`config.mk`:
```
export PLATFORM = sky130hd
export DESIGN_NAME = software_timer_bank_unit
export DESIGN_NICKNAME = d
export VERILOG_FILES = /design/src/rtl/stbu_pkg.sv /design/src/rtl/stbu_ram.sv /design/src/rtl/software_timer_bank_unit.sv
export VERILOG_INCLUDE_DIRS = /design/src /design/src/rtl
export SDC_FILE = /design/constraint.sdc
export NUM_CORES = 2
export LEC_CHECK = 0
export BUFFER_PORTS_ARGS = -buffer_cell sky130_fd_sc_hd__buf_2
export CAP_MARGIN = 20
export CORE_MARGIN = 1.5
export CORE_UTILIZATION = 55
export CTS_CLUSTER_SIZE = 10
export DETAILED_ROUTE_END_ITERATION = 8
export PLACE_DENSITY = 0.71
export SLEW_MARGIN = 20
export SYNTH_ARGS = -nofsm -noshare
export SYNTH_HDL_FRONTEND = slang
export SYNTH_SLANG_ARGS = --single-unit
export TNS_END_PERCENT = 20
```
`constraint.sdc`:
```
create_clock -name clock -period 16 [get_ports clock]
set_input_delay 3.2 -clock clock [delete_from_list [all_inputs] [get_ports clock]]
set_output_delay 3.2 -clock clock [all_outputs]
set_load 0.005 [all_outputs]
```
`src/rtl/software_timer_bank_unit_defines.svh`:
```
// Assertion macros shared by the timer bank RTL
`ifndef SOFTWARE_TIMER_BANK_UNIT_DEFINES_SVH
`define SOFTWARE_TIMER_BANK_UNIT_DEFINES_SVH

`ifndef ASSERT_OFF

`define STBU_ASSERT_HOLDS(lbl, clk, rst, prop, msg) \
   lbl: assert property (@(posedge clk) disable iff (rst) (prop)) else $error(msg);

`define STBU_ASSERT_IMPLY(lbl, clk, rst, ante, cons, msg) \
   lbl: assert property (@(posedge clk) disable iff (rst) (ante) |-> (cons)) else $error(msg);

`define STBU_ASSERT_NEXT(lbl, clk, rst, ante, cons, msg) \
   lbl: assert property (@(posedge clk) disable iff (rst) (ante) |=> (cons)) else $error(msg);

`else

`define STBU_ASSERT_HOLDS(lbl, clk, rst, prop, msg)

`define STBU_ASSERT_IMPLY(lbl, clk, rst, ante, cons, msg)

`define STBU_ASSERT_NEXT(lbl, clk, rst, ante, cons, msg)

`endif

`endif

```
`src/rtl/stbu_pkg.sv`:
```
// Types and constants of the timer bank
`default_nettype none

package stbu_pkg;

   localparam int MODE_W  = 2;
   localparam int IDX_W   = 4;
   localparam int CNT_W   = 32;
   localparam int TIU_W   = 5;
   localparam int RCNT_W  = 5;

   localparam logic [MODE_W-1:0] MODE_TICK   = 2'd0;
   localparam logic [MODE_W-1:0] MODE_ARM    = 2'd1;
   localparam logic [MODE_W-1:0] MODE_DISARM = 2'd2;

   localparam logic [RCNT_W-1:0] MAX_RESULTS = 5'd16;

   typedef enum logic [1:0] {
      ST_IDLE,
      ST_SCAN,
      ST_FLUSH
   } state_type;

endpackage

`default_nettype wire

```
`src/rtl/stbu_ram.sv`:
```
// Generic simple dual-port RAM with registered read
`default_nettype none

module stbu_ram #(
   parameter int WIDTH = 32,
   parameter int DEPTH = 16,
   localparam int AW = (DEPTH > 1) ? $clog2(DEPTH) : 1
) (
   input  wire logic             clock,
   input  wire logic             wr_en,
   input  wire logic [AW-1:0]    wr_addr,
   input  wire logic [WIDTH-1:0] wr_data,
   input  wire logic             rd_en,
   input  wire logic [AW-1:0]    rd_addr,
   output logic      [WIDTH-1:0] rd_data
);

   logic [WIDTH-1:0] mem_ff [DEPTH];
   logic [WIDTH-1:0] rd_data_ff;

   always_ff @(posedge clock) begin
      if (wr_en) begin
         mem_ff[wr_addr] <= wr_data;
      end
      if (rd_en) begin
         rd_data_ff <= mem_ff[rd_addr];
      end
   end

   assign rd_data = rd_data_ff;

endmodule

`default_nettype wire

```
`src/rtl/software_timer_bank_unit.sv`:
```
// Top level of the timer bank: item decode, tick scan and result register
//
//   channel  direction  handshake            payload
//   req      in         req_valid/req_stall  mode, timer_index, start_count, reload_count
//   rsp      out        rsp_valid/rsp_stall  expired_index, last_expiry
//   csr      in         csr_wr_en            timers_in_use
//
// Arm, disarm and unused modes complete in the cycle they are accepted.
// A tick holds the input while it scans the n timers in use, and through a flush when
// any expires; one remaining-count read port visits a timer a cycle unless results stall.
// Reset clears per-entry valid bits, so no clearing pass is needed.
// A stalled result pauses the scan only when a further expiry must be queued.
`default_nettype none
`include "software_timer_bank_unit_defines.svh"

module software_timer_bank_unit
   import stbu_pkg::*;
#(
   parameter int NUM_TIMERS = 16
) (
   input  wire logic              clock,
   input  wire logic              reset,
   input  wire logic              csr_wr_en,
   input  wire logic [TIU_W-1:0]  csr_wr_data,
   input  wire logic              req_valid,
   output logic                   req_stall,
   input  wire logic [MODE_W-1:0] req_mode,
   input  wire logic [IDX_W-1:0]  req_timer_index,
   input  wire logic [CNT_W-1:0]  req_start_count,
   input  wire logic [CNT_W-1:0]  req_reload_count,
   output logic                   rsp_valid,
   input  wire logic              rsp_stall,
   output logic [IDX_W-1:0]       rsp_expired_index,
   output logic                   rsp_last_expiry
);

   localparam int AW = (NUM_TIMERS > 1) ? $clog2(NUM_TIMERS) : 1;
   localparam int NW = ($clog2(NUM_TIMERS + 1) > TIU_W) ? $clog2(NUM_TIMERS + 1) : TIU_W;

   state_type state_ff, state_in;
   logic [TIU_W-1:0]      tiu_ff;
   logic [NUM_TIMERS-1:0] vld_ff, vld_in;
   logic [AW-1:0]         idx_ff, idx_in;
   logic [RCNT_W-1:0]     res_cnt_ff, res_cnt_in;
   logic                  pend_ff, pend_in;
   logic [IDX_W-1:0]      pend_idx_ff, pend_idx_in;
   logic                  rsp_valid_ff;
   logic [IDX_W-1:0]      rsp_index_ff;
   logic                  rsp_last_ff;

   logic            rem_we, rel_we, rd_en;
   logic [AW-1:0]   rem_wa, rd_addr;
   logic [CNT_W-1:0] rem_wd, rem_rd, rel_rd;

   logic [NW-1:0]   idx_n, tiu_n, num_n, n_act, cur_n;
   logic [AW-1:0]   req_addr;
   logic            req_fire, in_range, is_tick, is_arm, is_disarm;
   logic            cur_vld, armed, expire, take, emit_need, out_free, scan_go, last_k;
   logic [CNT_W-1:0] rem_cur, rel_cur, rem_dec;
   logic            push, push_last;
   logic [IDX_W-1:0] push_idx;

   stbu_ram #(.WIDTH(CNT_W), .DEPTH(NUM_TIMERS)) u_remaining (
      .clock   (clock),
      .wr_en   (rem_we),
      .wr_addr (rem_wa),
      .wr_data (rem_wd),
      .rd_en   (rd_en),
      .rd_addr (rd_addr),
      .rd_data (rem_rd)
   );

   stbu_ram #(.WIDTH(CNT_W), .DEPTH(NUM_TIMERS)) u_reload (
      .clock   (clock),
      .wr_en   (rel_we),
      .wr_addr (req_addr),
      .wr_data (req_reload_count),
      .rd_en   (rd_en),
      .rd_addr (rd_addr),
      .rd_data (rel_rd)
   );

   assign req_stall = (state_ff != ST_IDLE);
   assign req_fire  = req_valid && !req_stall;
   assign is_tick   = (req_mode == MODE_TICK);
   assign is_arm    = (req_mode == MODE_ARM);
   assign is_disarm = (req_mode == MODE_DISARM);

   assign idx_n    = NW'(req_timer_index);
   assign tiu_n    = NW'(tiu_ff);
   assign num_n    = NW'(NUM_TIMERS);
   assign n_act    = (tiu_n > num_n) ? num_n : tiu_n;
   assign req_addr = idx_n[AW-1:0];
   assign in_range = (idx_n < n_act);

   assign cur_n     = NW'(idx_ff);
   assign cur_vld   = vld_ff[idx_ff];
   assign rem_cur   = cur_vld ? rem_rd : '0;
   assign rel_cur   = cur_vld ? rel_rd : '0;
   assign armed     = (rem_cur != '0);
   assign rem_dec   = rem_cur - CNT_W'(1);
   assign expire    = armed && (rem_dec == '0);
   assign take      = expire && (res_cnt_ff < MAX_RESULTS);
   assign emit_need = take && pend_ff;
   assign out_free  = !rsp_valid_ff || !rsp_stall;
   assign scan_go   = (state_ff == ST_SCAN) && !(emit_need && !out_free);
   assign last_k    = ((cur_n + NW'(1)) == n_act);

   always_comb begin
      state_in = state_ff;
      case (state_ff)
         ST_IDLE: begin
            if (req_fire && is_tick && (n_act != '0)) begin
               state_in = ST_SCAN;
            end
         end
         ST_SCAN: begin
            if (scan_go && last_k) begin
               state_in = (pend_ff || take) ? ST_FLUSH : ST_IDLE;
            end
         end
         ST_FLUSH: begin
            if (out_free) begin
               state_in = ST_IDLE;
            end
         end
         default: begin
            state_in = ST_IDLE;
         end
      endcase
   end

   always_comb begin
      rem_we      = 1'b0;
      rel_we      = 1'b0;
      rem_wa      = idx_ff;
      rem_wd      = '0;
      rd_en       = 1'b0;
      rd_addr     = idx_ff;
      push        = 1'b0;
      push_idx    = pend_idx_ff;
      push_last   = 1'b0;
      idx_in      = idx_ff;
      res_cnt_in  = res_cnt_ff;
      pend_in     = pend_ff;
      pend_idx_in = pend_idx_ff;
      vld_in      = vld_ff;
      case (state_ff)
         ST_IDLE: begin
            if (req_fire && is_arm && in_range) begin
               rem_we           = 1'b1;
               rel_we           = 1'b1;
               rem_wa           = req_addr;
               rem_wd           = req_start_count;
               vld_in[req_addr] = 1'b1;
            end
            if (req_fire && is_disarm && in_range) begin
               rem_we = vld_ff[req_addr];
               rem_wa = req_addr;
            end
            if (req_fire && is_tick && (n_act != '0)) begin
               rd_en      = 1'b1;
               rd_addr    = '0;
               idx_in     = '0;
               res_cnt_in = '0;
               pend_in    = 1'b0;
            end
         end
         ST_SCAN: begin
            if (scan_go) begin
               if (armed) begin
                  rem_we = 1'b1;
                  rem_wd = expire ? rel_cur : rem_dec;
               end
               if (emit_need) begin
                  push = 1'b1;
               end
               if (take) begin
                  pend_in     = 1'b1;
                  pend_idx_in = cur_n[IDX_W-1:0];
                  res_cnt_in  = res_cnt_ff + RCNT_W'(1);
               end
               if (!last_k) begin
                  rd_en   = 1'b1;
                  rd_addr = idx_ff + AW'(1);
                  idx_in  = idx_ff + AW'(1);
               end
            end
         end
         ST_FLUSH: begin
            if (out_free) begin
               push      = 1'b1;
               push_last = 1'b1;
               pend_in   = 1'b0;
            end
         end
         default: begin
            pend_in = 1'b0;
         end
      endcase
   end

   always_ff @(posedge clock) begin
      if (reset) begin
         state_ff     <= ST_IDLE;
         tiu_ff       <= '0;
         vld_ff       <= '0;
         pend_ff      <= 1'b0;
         res_cnt_ff   <= '0;
         rsp_valid_ff <= 1'b0;
      end else begin
         state_ff   <= state_in;
         vld_ff     <= vld_in;
         pend_ff    <= pend_in;
         res_cnt_ff <= res_cnt_in;
         if (csr_wr_en) begin
            tiu_ff <= csr_wr_data;
         end
         if (push) begin
            rsp_valid_ff <= 1'b1;
         end else if (!rsp_stall) begin
            rsp_valid_ff <= 1'b0;
         end
      end
   end

   always_ff @(posedge clock) begin
      idx_ff      <= idx_in;
      pend_idx_ff <= pend_idx_in;
      if (push) begin
         rsp_index_ff <= push_idx;
         rsp_last_ff  <= push_last;
      end
   end

   assign rsp_valid         = rsp_valid_ff;
   assign rsp_expired_index = rsp_index_ff;
   assign rsp_last_expiry   = rsp_last_ff;

   `STBU_ASSERT_IMPLY(a_push_free, clock, reset, push, out_free, "result pushed over a held item")
   `STBU_ASSERT_IMPLY(a_flush_pend, clock, reset, state_ff == ST_FLUSH, pend_ff, "flush without pending item")
   `STBU_ASSERT_HOLDS(a_cnt_cap, clock, reset, res_cnt_ff <= MAX_RESULTS, "result count beyond cap")
   `STBU_ASSERT_NEXT(a_last_idle, clock, reset, push && push_last, state_ff == ST_IDLE, "scan still busy after last item")

endmodule

`default_nettype wire
```
**Word-level counts from Yosys, hierarchy flattened**

Memory sizes are Yosys's and may differ from the RTL's. A register that Yosys moved wholly into a read port is not among the register bits.
Cells that the tools add are included.

- Output and inout port bits: 7
- Memories kept: 2
- Register bits after elaboration: 43
- Latch bits: 0
- Input bits: 80
- Memory bits (read-only): 0
- RAM bits: 1024
- Word-level logic and storage cells: 122

Memories:

| memory | depth | bits a word | read ports | clocked after memory_dff | wr ports | RTL line | RTL |
|---|---|---|---|---|---|---|---|
| u_reload.mem_ff | 16 | 32 | 1 | 1 | 1 | stbu_ram.sv:18 | `logic [WIDTH-1:0] mem_ff [DEPTH];` |
| u_remaining.mem_ff | 16 | 32 | 1 | 1 | 1 | stbu_ram.sv:18 |  |

- Multipliers: 0
- Mux-type cells: 55
- Div/mod/pow operators: 0
- Order comparisons: 6
- Bitwise operators: 1
- Shifts and indexed selects: 0
- Reduce and logical (&&, ||, !) cells: 33
- Eq/ne operators: 11
- Add/sub/neg operators: 4

Operators by type and width:

| kind | number |
|---|---|
| $mux W32 | 6 |
| $pmux W32 S2 | 1 |
| $logic_not A32 Y1 | 1 |
| $reduce_bool A32 Y1 | 1 |
| $sub A32 B1 Y32 const B | 1 |
| $mux W1 | 24 |
| $mux W4 | 6 |
| $mux W5 | 4 |
| $or A16 B16 Y16 | 1 |
| $logic_and A1 B1 Y1 | 14 |
| $lt A4 B5 Y1 const B | 2 |
| $pmux W5 S2 | 1 |
| $bmux W1 S4 | 2 |
| $mux W2 | 4 |
| $ne A2 B2 Y1 const B | 4 |
| $pmux W4 S2 | 1 |
| $reduce_and A4 Y1 | 2 |
| $pmux W1 S2 | 3 |
| $pmux W2 S3 | 1 |
| $reduce_and A3 Y1 | 2 |
| $add A4 B1 Y5 const B | 1 |
| $add A5 B1 Y5 const B | 1 |
| $eq A5 B5 Y1 | 1 |
| $gt A5 B5 Y1 const B | 1 |
| other kinds (15) | 25 |

**Depth between registers and ports, before layout**

- Depth in word-level cells: 15
- Gate-level depth with buffers: 25
- Gate-level depth less buffers: 17

**Modules after synthesis**

From an unflattened synthesis, not the netlist that was laid out.

- Cells, all modules: 2248
- Area total of the unflattened synthesis: 44617.8 sq um

By module, submodules not included:

| module | area each (sq um) | instances | cells each | sequential area each (sq um) |
|---|---|---|---|---|
| stbu_ram | 20155.6 | 2 | 838 | 16335.7 |
| software_timer_bank_unit | 4306.6 | 1 | 572 | 950.9 |

**Least setup slack after synthesis**

No wires, ideal clock.

- Kind: reg2reg
- Start: register idx_ff[2]
- End: register u_reload.rd_data_ff[0], in the netlist u_reload.rd_data[0], read port of u_reload.mem_ff, enable pin
- Data arrival time: 8.216 ns
- Library setup time: 0.574 ns
- Path buffers: 3
- Required time: 15.426 ns
- Period minus slack after synthesis: 8.791 ns
- Stages on the path, launching flop included: 18
- Slack: 7.209 ns
- Cells stage by stage: dfxtp_1 clkbuf_1 mux4_2 o22ai_1 o22ai_1 clkbuf_1 buf_1 nand2_1 ha_1 nor3b_1 nand3_1 or3_1 a41o_1 o21ai_1 nor4_1 nand2_1 nand2_1 o21ai_0

- Word-level cells in the longest chain between the ends: 13
- Elaborated cells between the ends (all ways): 22
- Classes of those cells: add/sub: 3; eq/ne: 1; mux: 10; reduce/logical: 8

RTL lines:

| what | RTL line | RTL |
|---|---|---|
| start: declaration | software_timer_bank_unit.sv:43 | `logic [AW-1:0] idx_ff, idx_in;` |
| start signal: assignment | software_timer_bank_unit.sv:228 | `idx_ff <= idx_in;` |
| $bmux W1 S4 | software_timer_bank_unit.sv:97 | `assign cur_vld = vld_ff[idx_ff];` |
| $mux W1 (not written as such) | software_timer_bank_unit.sv:97 |  |
| $mux W32 | software_timer_bank_unit.sv:98 | `assign rem_cur = cur_vld ? rem_rd : '0;` |
| $sub A32 B1 Y32 | software_timer_bank_unit.sv:101 | `assign rem_dec = rem_cur - CNT_W'(1);` |
| $logic_not A32 Y1 | software_timer_bank_unit.sv:102 | `assign expire = armed && (rem_dec == '0);` |
| $logic_and A1 B1 Y1 | software_timer_bank_unit.sv:102 |  |
| $logic_and A1 B1 Y1 | software_timer_bank_unit.sv:103 | `assign take = expire && (res_cnt_ff < MAX_RESULTS);` |
| $logic_and A1 B1 Y1 | software_timer_bank_unit.sv:104 | `assign emit_need = take && pend_ff;` |
| $logic_and A1 B1 Y1 | software_timer_bank_unit.sv:106 | `assign scan_go = (state_ff == ST_SCAN) && !(emit_need && !out_free);` |
| $logic_not A1 Y1 | software_timer_bank_unit.sv:106 |  |
| $logic_and A1 B1 Y1 | software_timer_bank_unit.sv:106 |  |
| $mux W1 * | software_timer_bank_unit.sv:170 | `if (scan_go) begin` |
| $pmux W1 S2 * | software_timer_bank_unit.sv:148 | `case (state_ff)` |
| via rd_en | software_timer_bank_unit.sv:51 | `logic rem_we, rel_we, rd_en;` |
| end: declaration | stbu_ram.sv:19 | `logic [WIDTH-1:0] rd_data_ff;` |

Mark *: on every way through the listed nets, which the timed path passes. The rest lies on a longest branch. The select of a mux whose other input is x is not followed.
A chain may end at the register's enable or synchronous reset.

**Worst setup path after layout**

- Start: register idx_ff[2]
- End: register u_remaining.rd_data_ff[0], in the netlist u_remaining.rd_data[0], read port of u_remaining.mem_ff, data pin

- Word-level cells in the longest chain between the ends: 13
- Elaborated cells between the ends (all ways): 22
- Classes of those cells: add/sub: 3; eq/ne: 1; mux: 10; reduce/logical: 8

RTL lines:

| what | RTL line |
|---|---|
| $bmux W1 S4 | software_timer_bank_unit.sv:97 |
| $mux W1 (not written as such) | software_timer_bank_unit.sv:97 |
| $mux W32 | software_timer_bank_unit.sv:98 |
| $sub A32 B1 Y32 | software_timer_bank_unit.sv:101 |
| $logic_not A32 Y1 | software_timer_bank_unit.sv:102 |
| $logic_and A1 B1 Y1 | software_timer_bank_unit.sv:102 |
| $logic_and A1 B1 Y1 | software_timer_bank_unit.sv:103 |
| $logic_and A1 B1 Y1 | software_timer_bank_unit.sv:104 |
| $logic_and A1 B1 Y1 | software_timer_bank_unit.sv:106 |
| $logic_not A1 Y1 | software_timer_bank_unit.sv:106 |
| $logic_and A1 B1 Y1 | software_timer_bank_unit.sv:106 |
| $mux W4 / $mux W1 (equally long branches) | - |
| $pmux W4 S2 / $pmux W1 S2 (equally long branches) | software_timer_bank_unit.sv:148 |
| end: declaration | stbu_ram.sv:19 |

Parallel ways exist; a longest one is shown, timed or not. The select of a mux whose other input is x is not followed.

==> results.sh <==
export IMPL_start_kind="register"
export IMPL_vias_per_cell=6.62
export IMPL_post_synth_fa_ha_maj_area_fraction_pct=0.298
export IMPL_slew_viol_final=0
export IMPL_power_w=0.00962
export IMPL_synth_area_leader_cell="edfxtp_1"
export IMPL_wl_um=123000
export IMPL_yosysWarnings=0
export IMPL_cts_buffer_depth=3
export IMPL_ys_seq_area_share_pct=72.7
export IMPL_clockRootBuffer="clkbuf_16"
export IMPL_synth_ff_latch_count=1131
export IMPL_end_kind="register"
export IMPL_cts_setup_buffers=0
export IMPL_setup_worst_path_class="register to register"
export IMPL_critical_path_top_delay_family="buffers and inverters"
export IMPL_slew_headroom_pct=21.7
export IMPL_grt_antenna_before_repair=5
export IMPL_path_cells="mux4_2, o2bb2ai_1, o22ai_2, buf_4, nand2_1, ha_1, buf_4, nor3b_1, a32oi_1, o32a_1, or4b_2, or4_1, o211ai_1, buf_4, o211a_4, buf_4, buf_12, mux2_2, o211ai_1, nand4_1"
export IMPL_drtIter0Drc=3084
export IMPL_die_y_um=293
export IMPL_postCtsHoldBufs=0
export IMPL_syn_inst=2852
export IMPL_r2r_start="idx_ff[2]"
export IMPL_worst_path_buf_inv=5
export IMPL_nNetsFinal=3059
export IMPL_synth_main_ff_cell="edfxtp_1"
export IMPL_cts_num_sinks=1131
export IMPL_slowest_stage="buf_4"
export IMPL_power_density_nw_per_um2=185
export IMPL_synth_area_leaders="edfxtp_1, mux2i_1, o22a_1"
export IMPL_rr_worst_depth=20
export IMPL_cp_required_ps=16450
export IMPL_synth_area_mux_share_pct=10.5
export IMPL_clkLatencyLatePin_ps=730
export IMPL_outcome="finished clean"
export IMPL_grt_use_total_pct=28.7
export IMPL_r2r_end="u_remaining.rd_data[0]"
export IMPL_leakage_nw=17.6
export IMPL_layout_common_cells="edfxtp_1, mux2i_1, o22a_1, clkbuf_16, o211ai_1"
export IMPL_fillers=5881
export IMPL_setup_viol=0
export IMPL_grt_remaining_overflow=0
export IMPL_fin_skew_ps=33.6
export IMPL_ys_async_sr_fraction_pct=0
export IMPL_finalCritPeriodShare_pct=61.8
export IMPL_dp_cells=3914
export IMPL_peakVddDrop_v=0.000197
export IMPL_hp_start="pend_idx_ff[0]"
export IMPL_via_count=27100
export IMPL_cap_viol_max_count=0
export IMPL_arrival_ps=10340
export IMPL_initial_core_util_pct=55.4
export IMPL_hold_path_class="register to register"
export IMPL_reg2reg_setup_slack_ps=6110
export IMPL_ys_types=74
export IMPL_die_w_um=293
export IMPL_cts_buffers=132
export IMPL_clkSlewWorstSetupHoldPaths_ps=50
export IMPL_cts_htree_levels=4
export IMPL_grt_pass1_wl_um=178000
export IMPL_ios=87
export IMPL_grt_setup_unrepaired="false"
export IMPL_fp_coreArea_sq_um=83400
export IMPL_fin_setup_tns_ps=0
export IMPL_cp_slowest_stage_delay_ps=900
export IMPL_grt_pass1_vias=26800
export IMPL_synthesis_nets=2943
export IMPL_design_die_area_sq_um=85800
export IMPL_yosys_area_top_type_share_pct=71.3
export IMPL_fin_ws_ps=6110
export IMPL_place_detailed_hpwl_um=68100
export IMPL_tightest_slew_ps=1170
export IMPL_synth_simple_gate_area_share_pct=4.18
export IMPL_place_congestion=0.963
export IMPL_fmax_ghz=0.101
export IMPL_synth_xor_area_share_pct=0.474
export IMPL_portBuffers=86
export IMPL_hold_viol_final=0
export IMPL_first_pass_iters=6
export IMPL_tritoncts="done"
export IMPL_post_cts_resized=0
export IMPL_min_to="rsp_expired_index[0]"
export IMPL_drive_above_1_share_pct=15.2
export IMPL_wl_per_cell_um=30.1
export IMPL_finalCriticalPeriod_ps=9890
export IMPL_synth_edf_count=1097
export IMPL_syn_avg_cell_area_sq_um=16.2
export IMPL_cp_common_cell="buf_4"
export IMPL_syn2layout_area_growth_pct=12.4
export IMPL_synth_top_family_by_area="multiplexers"
export IMPL_min_delay_path_depth=0
export IMPL_fin_cells=4086
export IMPL_path_max_fanout=137
export IMPL_drc=0
export IMPL_final_common_cell="edfxtp_1"
export IMPL_syn_area_sq_um=46200
export IMPL_rows=106
export IMPL_synth_compound_area_share_pct=9.39
export IMPL_grt_max_degree=153
export IMPL_ant_nets=0
export IMPL_place_ws_ps=6290
==> sequential cells by signal, indices dropped and copies added (netlist names) <==
register             flops
u_reload.mem_ff        512
u_remaining.mem_ff     512
u_reload.rd_data        32
u_remaining.rd_data     32
vld_ff                  16
res_cnt_ff               5
tiu_ff                   5
idx_ff                   4
pend_idx_ff              4
rsp_expired_index        4
state_ff                 2
pend_ff                  1
rsp_last_expiry          1
rsp_valid                1
==> metal layers <==
metal	up-vias	global-route usage, %	wire length (um)
li1	11600	-	-
met1	13800	38.4	48900
met2	1338	46.7	59600
met3	252	5.70	10600
met4	2	10.6	3950
met5	-	0	12
==> worst register-to-register path: stages, from the launching register on <==
cell	delay (ps)
dfxtp_1	740
mux4_2	630
o2bb2ai_1	270
o22ai_2	110
buf_4	260
nand2_1	210
ha_1	170
buf_4	280
nor3b_1	720
a32oi_1	200
o32a_1	230
or4b_2	700
or4_1	650
o211ai_1	270
buf_4	690
o211a_4	930
buf_4	900
buf_12	740
mux2_2	620
o211ai_1	210
nand4_1	120
==> logic make-up (layout without fill, tap and decap cells) <==
| logic type | Yosys count | count (layout) |
|---|---|---|
| XOR/XNOR | 25 | 25 |
| flip-flops | 1131 | 1131 |
| AO/OA/AOI/OAI | 564 | 564 |
| other | 0 | 3 |
| multiplexers | 466 | 466 |
| adder cells (fa/ha/maj) | 11 | 11 |
| AND/OR/NAND/NOR | 380 | 380 |
| buffers and inverters | 275 | 426 |
==> synthesized netlist by cell type, types with 41 or more instances <==
library cell / instances
mux2i_1: 394
o2111ai_1: 66
nand2_1: 81
nand4_1: 69
o21ai_0: 55
o22a_1: 190
nor2_1: 99
inv_1: 82
o211ai_1: 132
buf_2: 68
edfxtp_1: 1097
clkbuf_1: 116
mux2_2: 65
a21oi_1: 41
==> area by class of cell <==
class                      instances  area [sq um]  share of cell area (%)
antenna                            3          7.51                  0.0145
clock buffer                     154          3460                    6.66
clock inverter                    15           236                   0.455
inverter                          84           323                   0.621
multi-input combinational       1446         11800                    22.8
sequential                      1131         33600                    64.7
tap                             1080          1350                    2.60
timing repair buffer             173          1110                    2.13
==> power by group <==
group / internal (W) / switching (W)
Clock: 0.00153 / 0.00112
Sequential: 0.00361 / 0.000218
Combinational: 0.00113 / 0.00202
Total: 0.00627 / 0.00335
==> stage by stage <==
stage / area (sq um) / hold WS, ps / utilization [%]
floorplan: 46200 / 400 / -
global placement: 48200 / 456 / 57.8
detailed placement: 48200 / 454 / 57.8
CTS: 51900 / 468 / 62.2
global route: 51900 / 469 / 62.3
finish: 51900 / 465 / 62.3
==> worst max path at each step <==
stage          startpoint                       to  slack, ps  cells after the start
2_1_floorplan   idx_ff[2]      u_reload.rd_data[0]       7210                     17
3_3_place_gp    idx_ff[2]   u_remaining.rd_data[0]       6450                     20
3_5_place_dp    idx_ff[2]   u_remaining.rd_data[0]       6290                     20
4_1_cts         idx_ff[2]  u_remaining.rd_data[17]       6250                     20
5_1_grt         idx_ff[2]   u_remaining.rd_data[0]       5730                     20
6_report        idx_ff[2]   u_remaining.rd_data[0]       6110                     20
No activity file was read; power rests on OpenSTA's default activity.
